$ cat src/rtl/core/bfw_pkg.sv
// shared types and constants for the byte fifo with watermarks
`timescale 1ns / 1ps
package bfw_pkg;

	localparam int DEPTH = 256;
	localparam int PTR_W = $clog2(DEPTH);
	localparam int CNT_W = (PTR_W > 8) ? PTR_W : 8;

	typedef enum logic [1:0] {
		CMD_PUSH  = 2'd0,
		CMD_POP   = 2'd1,
		CMD_CHECK = 2'd2
	} cmd_t;

	typedef enum logic [1:0] {
		REG_MIN_THR  = 2'd0,
		REG_MIN_EN   = 2'd1,
		REG_HIGH_THR = 2'd2,
		REG_HIGH_EN  = 2'd3
	} reg_idx_t;

	typedef struct packed {
		logic [7:0] min_threshold;
		logic       min_enable;
		logic [7:0] high_threshold;
		logic       high_enable;
		logic       high_clear;
	} cfg_t;

	typedef struct packed {
		logic       accepted;
		logic       pop_ok;
		logic [7:0] fill_count;
		logic [7:0] free_space;
		logic       min_event;
		logic       high_event;
	} res_t;

	function automatic logic [7:0] low_byte(input logic [PTR_W-1:0] v);
		logic [CNT_W-1:0] w;
		w = CNT_W'(v);
		return w[7:0];
	endfunction

endpackage

$ cat src/rtl/core/bfw_ram.sv
// byte storage ring with one write port and one registered read port
`timescale 1ns / 1ps
module bfw_ram (
	input  logic                    clk,
	input  logic                    we,
	input  logic [bfw_pkg::PTR_W-1:0] waddr,
	input  logic [7:0]              wdata,
	input  logic                    re,
	input  logic [bfw_pkg::PTR_W-1:0] raddr,
	output logic [7:0]              rdata
);

	logic [7:0] mem_q [bfw_pkg::DEPTH];
	logic [7:0] rdata_q;

	always_ff @(posedge clk) begin
		if (we) begin
			mem_q[waddr] <= wdata;
		end
	end

	always_ff @(posedge clk) begin
		if (re) begin
			rdata_q <= mem_q[raddr];
		end
	end

	assign rdata = rdata_q;

endmodule

$ cat src/rtl/core/bfw_regs.sv
// apb configuration registers for thresholds and enables
`timescale 1ns / 1ps
module bfw_regs (
	input  logic          clk,
	input  logic          arst_n,
	input  logic          psel,
	input  logic          penable,
	input  logic          pwrite,
	input  logic [3:0]    paddr,
	input  logic [31:0]   pwdata,
	output logic [31:0]   prdata,
	output logic          pready,
	output bfw_pkg::cfg_t cfg
);

	logic [7:0]        min_thr_q;
	logic              min_en_q;
	logic [7:0]        high_thr_q;
	logic              high_en_q;
	logic              wr_en;
	bfw_pkg::reg_idx_t idx;

	assign pready = 1'b1;
	assign wr_en  = psel && penable && pwrite && pready;
	assign idx    = bfw_pkg::reg_idx_t'(paddr[3:2]);

	always_ff @(posedge clk or negedge arst_n) begin
		if (!arst_n) begin
			min_thr_q  <= '0;
			min_en_q   <= 1'b0;
			high_thr_q <= '0;
			high_en_q  <= 1'b0;
		end else if (wr_en) begin
			case (idx)
				bfw_pkg::REG_MIN_THR:  min_thr_q  <= pwdata[7:0];
				bfw_pkg::REG_MIN_EN:   min_en_q   <= pwdata[0];
				bfw_pkg::REG_HIGH_THR: high_thr_q <= pwdata[7:0];
				bfw_pkg::REG_HIGH_EN:  high_en_q  <= pwdata[0];
				default: ;
			endcase
		end
	end

	always_comb begin
		case (idx)
			bfw_pkg::REG_MIN_THR:  prdata = {24'd0, min_thr_q};
			bfw_pkg::REG_MIN_EN:   prdata = {31'd0, min_en_q};
			bfw_pkg::REG_HIGH_THR: prdata = {24'd0, high_thr_q};
			bfw_pkg::REG_HIGH_EN:  prdata = {31'd0, high_en_q};
			default:               prdata = '0;
		endcase
	end

	assign cfg.min_threshold  = min_thr_q;
	assign cfg.min_enable     = min_en_q;
	assign cfg.high_threshold = high_thr_q;
	assign cfg.high_enable    = high_en_q;
	assign cfg.high_clear     = wr_en && (idx == bfw_pkg::REG_HIGH_THR);

endmodule

$ cat src/rtl/core/bfw_ctrl.sv
// ring pointers, watermark flag and per-item result logic
`timescale 1ns / 1ps
module bfw_ctrl (
	input  logic                      clk,
	input  logic                      arst_n,
	input  logic                      take,
	input  bfw_pkg::cmd_t             cmd,
	input  logic [7:0]                data_in,
	input  bfw_pkg::cfg_t             cfg,
	output logic                      mem_we,
	output logic [bfw_pkg::PTR_W-1:0] mem_waddr,
	output logic [7:0]                mem_wdata,
	output logic                      mem_re,
	output logic [bfw_pkg::PTR_W-1:0] mem_raddr,
	output bfw_pkg::res_t             res
);

	logic [bfw_pkg::PTR_W-1:0] wp_q, rp_q, wp_n, rp_n, level, level_n;
	logic [bfw_pkg::CNT_W-1:0] lvl_c, lvl_n_c;
	logic                      fired_q, fired_n;
	logic                      full, empty, push_ok, pop_ok, is_pop, is_check;
	logic                      min_ev, high_ev;

	assign level    = wp_q - rp_q;
	assign full     = (level == bfw_pkg::PTR_W'(bfw_pkg::DEPTH - 1));
	assign empty    = (wp_q == rp_q);
	assign is_pop   = (cmd == bfw_pkg::CMD_POP);
	assign is_check = (cmd == bfw_pkg::CMD_CHECK);
	assign push_ok  = (cmd == bfw_pkg::CMD_PUSH) && !full;
	assign pop_ok   = is_pop && !empty;

	assign wp_n    = push_ok ? wp_q + 1'b1 : wp_q;
	assign rp_n    = pop_ok ? rp_q + 1'b1 : rp_q;
	assign level_n = wp_n - rp_n;
	assign lvl_c   = bfw_pkg::CNT_W'(level);
	assign lvl_n_c = bfw_pkg::CNT_W'(level_n);

	assign min_ev  = is_check && cfg.min_enable &&
		(lvl_c >= bfw_pkg::CNT_W'(cfg.min_threshold));
	assign high_ev = is_check && cfg.high_enable && !fired_q &&
		(lvl_c >= bfw_pkg::CNT_W'(cfg.high_threshold));

	always_comb begin
		fired_n = fired_q;
		if (high_ev) begin
			fired_n = 1'b1;
		end else if (is_pop && (lvl_n_c < bfw_pkg::CNT_W'(cfg.high_threshold))) begin
			fired_n = 1'b0;
		end
	end

	always_ff @(posedge clk or negedge arst_n) begin
		if (!arst_n) begin
			wp_q    <= '0;
			rp_q    <= '0;
			fired_q <= 1'b0;
		end else begin
			if (take) begin
				wp_q <= wp_n;
				rp_q <= rp_n;
			end
			if (cfg.high_clear) begin
				fired_q <= 1'b0;
			end else if (take) begin
				fired_q <= fired_n;
			end
		end
	end

	assign mem_we    = take && push_ok;
	assign mem_waddr = wp_q;
	assign mem_wdata = data_in;
	assign mem_re    = take && pop_ok;
	assign mem_raddr = rp_q;

	assign res.accepted   = push_ok || pop_ok;
	assign res.pop_ok     = pop_ok;
	assign res.fill_count = bfw_pkg::low_byte(level_n);
	assign res.free_space =
		bfw_pkg::low_byte(bfw_pkg::PTR_W'(bfw_pkg::DEPTH - 1) - level_n);
	assign res.min_event  = min_ev;
	assign res.high_event = high_ev;

endmodule

$ cat src/rtl/core/byte_fifo_with_watermarks.sv
// top level of the byte fifo with watermark events
// the result of an item is registered and shown in the cycle after the item is taken
// throughput: one item per cycle; s_tready drops only while a result waits unread
// storage lives in a ram with a registered read port, read on the taking edge
// reset: arst_n clears pointers, watermark flag, registers and output valid
// storage contents are not cleared, so no clearing pass follows reset
`timescale 1ns / 1ps
module byte_fifo_with_watermarks (
	input  logic        clk,
	input  logic        arst_n,
	input  logic        s_tvalid,
	output logic        s_tready,
	input  logic [7:0]  s_tdata,   // [7:0] data_in
	input  logic [1:0]  s_tuser,   // [1:0] cmd
	output logic        m_tvalid,
	input  logic        m_tready,
	// [0] accepted, [8:1] data_out, [16:9] fill_count, [24:17] free_space,
	// [25] min_event, [26] high_event, [31:27] zero
	output logic [31:0] m_tdata,
	input  logic        psel,
	input  logic        penable,
	input  logic        pwrite,
	input  logic [3:0]  paddr,
	input  logic [31:0] pwdata,
	output logic [31:0] prdata,
	output logic        pready
);

	bfw_pkg::cfg_t             cfg;
	bfw_pkg::res_t             res, res_s1;
	logic                      valid_s1;
	logic                      take;
	logic                      mem_we, mem_re;
	logic [bfw_pkg::PTR_W-1:0] mem_waddr, mem_raddr;
	logic [7:0]                mem_wdata, mem_rdata, data_out;

	assign s_tready = !valid_s1 || m_tready;
	assign take     = s_tvalid && s_tready;

	bfw_regs u_regs (
		.clk     (clk),
		.arst_n  (arst_n),
		.psel    (psel),
		.penable (penable),
		.pwrite  (pwrite),
		.paddr   (paddr),
		.pwdata  (pwdata),
		.prdata  (prdata),
		.pready  (pready),
		.cfg     (cfg)
	);

	bfw_ctrl u_ctrl (
		.clk       (clk),
		.arst_n    (arst_n),
		.take      (take),
		.cmd       (bfw_pkg::cmd_t'(s_tuser)),
		.data_in   (s_tdata),
		.cfg       (cfg),
		.mem_we    (mem_we),
		.mem_waddr (mem_waddr),
		.mem_wdata (mem_wdata),
		.mem_re    (mem_re),
		.mem_raddr (mem_raddr),
		.res       (res)
	);

	bfw_ram u_ram (
		.clk   (clk),
		.we    (mem_we),
		.waddr (mem_waddr),
		.wdata (mem_wdata),
		.re    (mem_re),
		.raddr (mem_raddr),
		.rdata (mem_rdata)
	);

	always_ff @(posedge clk or negedge arst_n) begin
		if (!arst_n) begin
			valid_s1 <= 1'b0;
		end else if (s_tready) begin
			valid_s1 <= s_tvalid;
		end
	end

	always_ff @(posedge clk) begin
		if (take) begin
			res_s1 <= res;
		end
	end

	assign data_out = res_s1.pop_ok ? mem_rdata : 8'd0;
	assign m_tvalid = valid_s1;
	assign m_tdata  = {5'd0, res_s1.high_event, res_s1.min_event, res_s1.free_space,
		res_s1.fill_count, data_out, res_s1.accepted};

endmodule

$ cat config.mk
export PLATFORM = sky130hd
export DESIGN_NAME = byte_fifo_with_watermarks
export DESIGN_NICKNAME = d
export VERILOG_FILES = /design/src/rtl/core/bfw_pkg.sv /design/src/rtl/core/bfw_ram.sv /design/src/rtl/core/bfw_regs.sv /design/src/rtl/core/bfw_ctrl.sv /design/src/rtl/core/byte_fifo_with_watermarks.sv
export SDC_FILE = /design/constraint.sdc
export NUM_CORES = 2
export LEC_CHECK = 0
export BUFFER_PORTS_ARGS = -buffer_cell sky130_fd_sc_hd__buf_2
export CORE_ASPECT_RATIO = 1.2
export CORE_MARGIN = 2
export CORE_UTILIZATION = 40
export DETAILED_ROUTE_END_ITERATION = 10
export SLEW_MARGIN = 20
export SYNTH_ARGS = -nofsm -noshare
export SYNTH_HDL_FRONTEND = slang
export SYNTH_HIERARCHICAL = 1
export SYNTH_SLANG_ARGS = --single-unit
$ cat constraint.sdc
create_clock -name clk -period 4.4 [get_ports clk]
set_input_delay 0 -clock clk [delete_from_list [all_inputs] [get_ports clk]]
set_output_delay 0 -clock clk [all_outputs]
set_load 0.02 [all_outputs]
---- After elaboration in Yosys (flattened, before gate mapping) ----
Memories as Yosys holds them, arrays and structs flattened. A register that Yosys moved wholly into a read port is not among the register bits.
Cells that the tools add are included.
operators by class
  eq/ne operators ......................... 7
  multiplexer cells ....................... 10
  reduce and logical (&&, ||, !) cells .... 29
  order comparisons ....................... 3
  add/sub/neg operators ................... 5
operators with widths
  cell                   count
  $pmux W32 S4           1
  $mux W8                3
  $add A8 B1 Y8 const B  2
  $ge A8 B8 Y1           2
  $sub A8 B8 Y8          2
  $logic_and A1 B1 Y1    14
  $reduce_and A2 Y1      5
  $eq A8 B8 Y1           1
  $eq A8 B8 Y1 const B   1
  $lt A8 B8 Y1           1
  $sub A8 B8 Y8 const A  1
  $eq A2 B2 Y1 const B   3
  $mux W1                6
  $eq A2 B1 Y1 const B   2
  $logic_not A1 Y1       4
  $logic_not A2 Y1       2
  $reduce_bool A3 Y1     1
  $logic_or A1 B1 Y1     2
  $reduce_bool A2 Y1     1
storage, ports and cells
  bits in writable memories ............... 2,048
  bits in registers ....................... 56
  input bits .............................. 53
  logic and storage cells ................. 69
  memories kept ........................... 1
  output and inout bits ................... 67
memory list
  memory       words  bits a word  rd ports  clocked after memory_dff  write ports  line           source
  u_ram.mem_q  256    8            1         1                         1            bfw_ram.sv:13  logic [7:0] mem_q [bfw_pkg::DEPTH];

---- Logic depth before layout (Yosys ltp) ----
  word-level depth ........................ 12
  depth in mapped cells ................... 27
  mapped depth without buffers ............ 25

---- By module ----
The synthesis kept the hierarchy.
by module, submodules not included
  module                     cells an instance  times used  area an instance (µm²)  seq. area each (µm²)
  bfw_ram                    3,733              1           79,636.4                61,739.2
  bfw_ctrl                   317                1           2,632.5                 425.4
  bfw_regs                   91                 1           1,087.3                 450.4
  byte_fifo_with_watermarks  57                 1           888.4                   625.6

---- Worst setup path before layout ----
OpenSTA, ideal clock, no wires.
  path kind ............................... reg2reg
  from .................................... reg u_ctrl.rp_q (netlist bit u_ctrl/mem_raddr[5])
  to ...................................... reg u_ctrl.fired_q
  data required time ...................... 4.270 ns
  path slack .............................. -0.291 ns
  path buffers ............................ 2
  clock period less this slack ............ 4.691 ns
  stages on the path, launching flop included .. 22
  data arrival time ....................... 4.561 ns
  setup time .............................. 0.130 ns
  cells stage by stage .................... dfrtp_1 inv_1 ha_1 buf_6 nor4b_1 a2111oi_2 o311ai_2 and4_4 a31o_1 buf_6 nor2_1 xor2_1 ha_1 or4_1 o311ai_0 o21a_1 a21oi_1 or3_1 ha_1 nor2b_1 o31ai_1 a21oi_1
RTL lines
  item                    line            source
  start, declared         bfw_ctrl.sv:18  logic [bfw_pkg::PTR_W-1:0] wp_q, rp_q, wp_n, rp_n, level, level_n;
  start signal, assigned  bfw_ctrl.sv:60  rp_q <= rp_n;
  end signal, assigned    bfw_ctrl.sv:65  fired_q <= fired_n;
  end, declared           bfw_ctrl.sv:20  logic fired_q, fired_n;

==> summary.txt <==
STA
  – Worst Slack Setup Final: -0.09957 ns
  – Fin Clk Skew: 0.03755 ns
  – Worst-margin pin slew: 1.059 ns
  – Min cycle time layout: 4.500 ns
  – Fmax: 222.2 MHz
  – Slew HR: 29.41%
  – Worst hold slack: 0.2306 ns
  – Setup violations, final: 1
  – Final Max Slew Viols: 0
  – Fin crit share: 102.3%
  – Hold violation count in the final report: 0
  – Setup_tns: -0.09957 ns
  – RSZ-0062 raised after global routing: true

Floorplan
  – Initial Util: 40.21%
  – Ports: 120
  – Die ar.: 214300 µm²
  – Row cnt: 184
  – Core area: 209500 µm²
  – Die Y: 506.7 µm
  – Chip width: 422.9 µm

Global route
  – Vias in the first global route: 44100
  – Overflow left after global routing: 0
  – Largest net degree at the start of global routing: 157
  – GRT Total Usage: 19.95%
  – First-pass GRT wire length: 311000 µm
  – Initial antenna violation count: 3

Logic synthesis
  – Synth area leader: edfxtp_1
  – Dominant synthesized flop cell: edfxtp_1
  – Synth unique cells: 87
  – Commonest cells post-synth: edfxtp_1, mux4_2, nor2_1
  – Asr flop ratio synth: 1.705%
  – Share of the synthesized area in the top cell type: 74.00%
  – Seq/Total Area, Yosys: 75.07%
  – YS warnings: 6
  – Seq cells post-synth: 2112
  – Synth top area cells: edfxtp_1, mux4_2, mux2i_1
  – Count leader, synth: edfxtp_1
  – Syn Area/Cell: 20.07 µm²
  – Number of flops mapped to enable cells by yosys: 2076
  – Syn Inst Count: 4198
  – Mapped cell area: 84240 µm²

Worst setup path
  – Slowest stage delay, CP: 0.49 ns
  – Most Frequent Cell on Critical Path: o21a_1
  – Reg2reg setup slack: -0.1 ns
  – CP Cell Sequence: ha_4 > fa_2 > nand2b_4 > a2111o_1 > o311ai_4 > a31o_4 > mux2i_4 > xnor2_1 > ha_1 > inv_2 > o21a_1 > xor2_2 > ha_1 > o21a_1 > o21a_1 > o21a_1 > o21ai_1 > nand2b_1 > a21oi_2 > nor2b_1 > o31ai_1 > a21oi_1
  – Setup crit end kind: flop
  – Crit path capture: u_ctrl/fired_q
  – Crit path max fanout: 4
  – Critical Path Source Type: flop
  – Reg2reg start: u_ctrl/mem_raddr[0]
  – Reg2reg path depth: 22
  – Worst Path Required: 5.12 ns
  – Reg-to-Reg End: u_ctrl/fired_q
  – Setup crit start: u_ctrl/mem_raddr[0]
  – WS Path Type: reg -> reg
  – Worst path slowest cell: dfrtp_4
  – Worst EP arrival: 5.22 ns

Finish
  – Area of the multi-input gates: 19230 µm²
  – Finished layout cell area: 97680 µm²
  – Layout Utilization: 46.63%
  – Layout Nets: 4860
  – Filler cells: 17420
  – Post-route insts no fill: 7723
  – Combined flip-flop and latch cell area: 63260 µm²
  – Area growth syn-to-layout: 15.95%
  – Layout cells sized above 1: 29.01%

Run
  – Max cap viols: 0

Route
  – DRC Markers: 0
  – WL final: 215500 µm
  – Vias: 43130
  – Post-DRT Antenna Nets: 0
  – First-pass DRT Iterations: 6
  – Vias per cell: 5.584
  – DRT iter0 DRCs: 4411
  – Avg WL per Cell: 27.90 µm

Clock network
  – Reg clk slew, reported paths: 0.06 ns
  – Clock latency at the later pin of the worst-skew pair: 0.85 ns
  – Cts bufs inserted: 195
  – CTS max path bufs: 3
  – TritonCTS sink count: 2112
  – TritonCTS clock tree: done
  – Root Driver: clkbuf_16
  – H-tree Lvls: 4

Power and ir drop
  – LEAKAGE: 0.03157 µW
  – PD cells: 571.7 nW/µm²
  – Max VDD drop: 554.2 µV

Placed design
  – Cells after DPL: 7311
  – I/O Buffers: 63
  – Post-DP Area: 90700 µm²
  – Placer Congestion: 0.8371
  – HPWL after detailed placement: 133600 µm

Hold path
  – Hold crit path type: in -> async

Run status
  – Failing checks: negative setup slack
  – Outcome: finished with violations
registers in the layout, indices dropped and copies added (netlist names), 8 cells and up:
name,flops
u_ctrl/mem_waddr,8
m_tdata,19
u_ram/rdata,8
u_ram/mem_q,2048
u_regs/min_thr_q,8
u_regs/high_thr_q,8
u_ctrl/mem_raddr,8
where the power goes:
group	internal [µW]	switching [µW]
registers	22400	102
clock network	9410	7370
logic	7360	9210
critical path: cells and delay by family (launching register included):
family                     cells  cell delay, ns
and+or+nand+nor                3            0.34
adders and majority gates      4            1.03
buffers and inverters          1            0.04
AOI/OAI and AO/OA             11            1.92
xor gates and xnor gates       2            0.30
muxes                          1            0.26
DFF                            1            0.49
metal layers:
layer	track usage (%)	part of all wire, %
met1	25.29	39
met2	34.57	51
met3	3.031	6.0
met4	7.716	4.1
met5	0	0
placed cells by master, fill, tap and decap left out, types with 35 or more instances in the layout:
cell,n
edfxtp_1,2076
clkbuf_16,197
buf_4,520
a21oi_1,104
mux2i_1,142
nor2_1,301
inv_1,35
o221ai_1,46
a22oi_1,133
clkbuf_1,51
nand3_1,44
clkinv_1,39
buf_2,55
mux4_2,455
dlygate4sd3_1,41
nand2_1,52
cells by family (layout without fill, tap and decap cells):
| logic type | after synthesis | after routing | synth area share [%] |
|---|---|---|---|
| flops | 2112 | 2112 | 75.07 |
| mux | 619 | 619 | 14.21 |
| simple gates | 588 | 588 | 3.306 |
| compound gates | 443 | 443 | 3.765 |
| buf+inv | 347 | 1052 | 2.534 |
| xor+xnor | 45 | 45 | 0.4857 |
| fa+ha+maj | 41 | 41 | 0.6134 |
| other cells | 3 | 33 | 0.01337 |
layout make-up:
class / instances / area share (%)
diodes: 3 / 0.007686
clock buffers: 249 / 5.257
clock inverters: 110 / 1.213
inverters: 43 / 0.1652
multi-input cells: 1766 / 19.69
flip-flops and latches: 2112 / 64.76
well taps: 2790 / 3.574
repair buffers: 650 / 5.335
metrics by stage:
stage                     worst slack (ns)  power, µW
after detailed placement           -0.3700      39280
after CTS                         -0.08451      56220
after global placement             -0.3867      39190
after floorplan                    -0.1078      34050
final                             -0.09957      55840
after global routing               -0.3227      57910
worst min path at each step:
stage                                 endpoint  slack [ns]  startpoint
after floorplan                       m_tvalid       -0.30      arst_n
after global placement    u_regs/high_thr_q[3]        0.17      arst_n
after detailed placement   u_regs/min_thr_q[3]        0.18      arst_n
after CTS                      u_regs/min_en_q        0.15     penable
after global routing            u_ctrl/fired_q        0.24      arst_n
final                           u_ctrl/fired_q        0.23      arst_n
timing repair:
action                                  4_1_cts  5_1_grt
endpoints found under the hold margin       964        0
hold buffers                                 42        0
pin swaps                                    14        7
resized for setup                            18        6
endpoints found under the setup margin        1        5
buffers inserted                              5        2
Note: power is estimated with default switching activity, not from simulation.
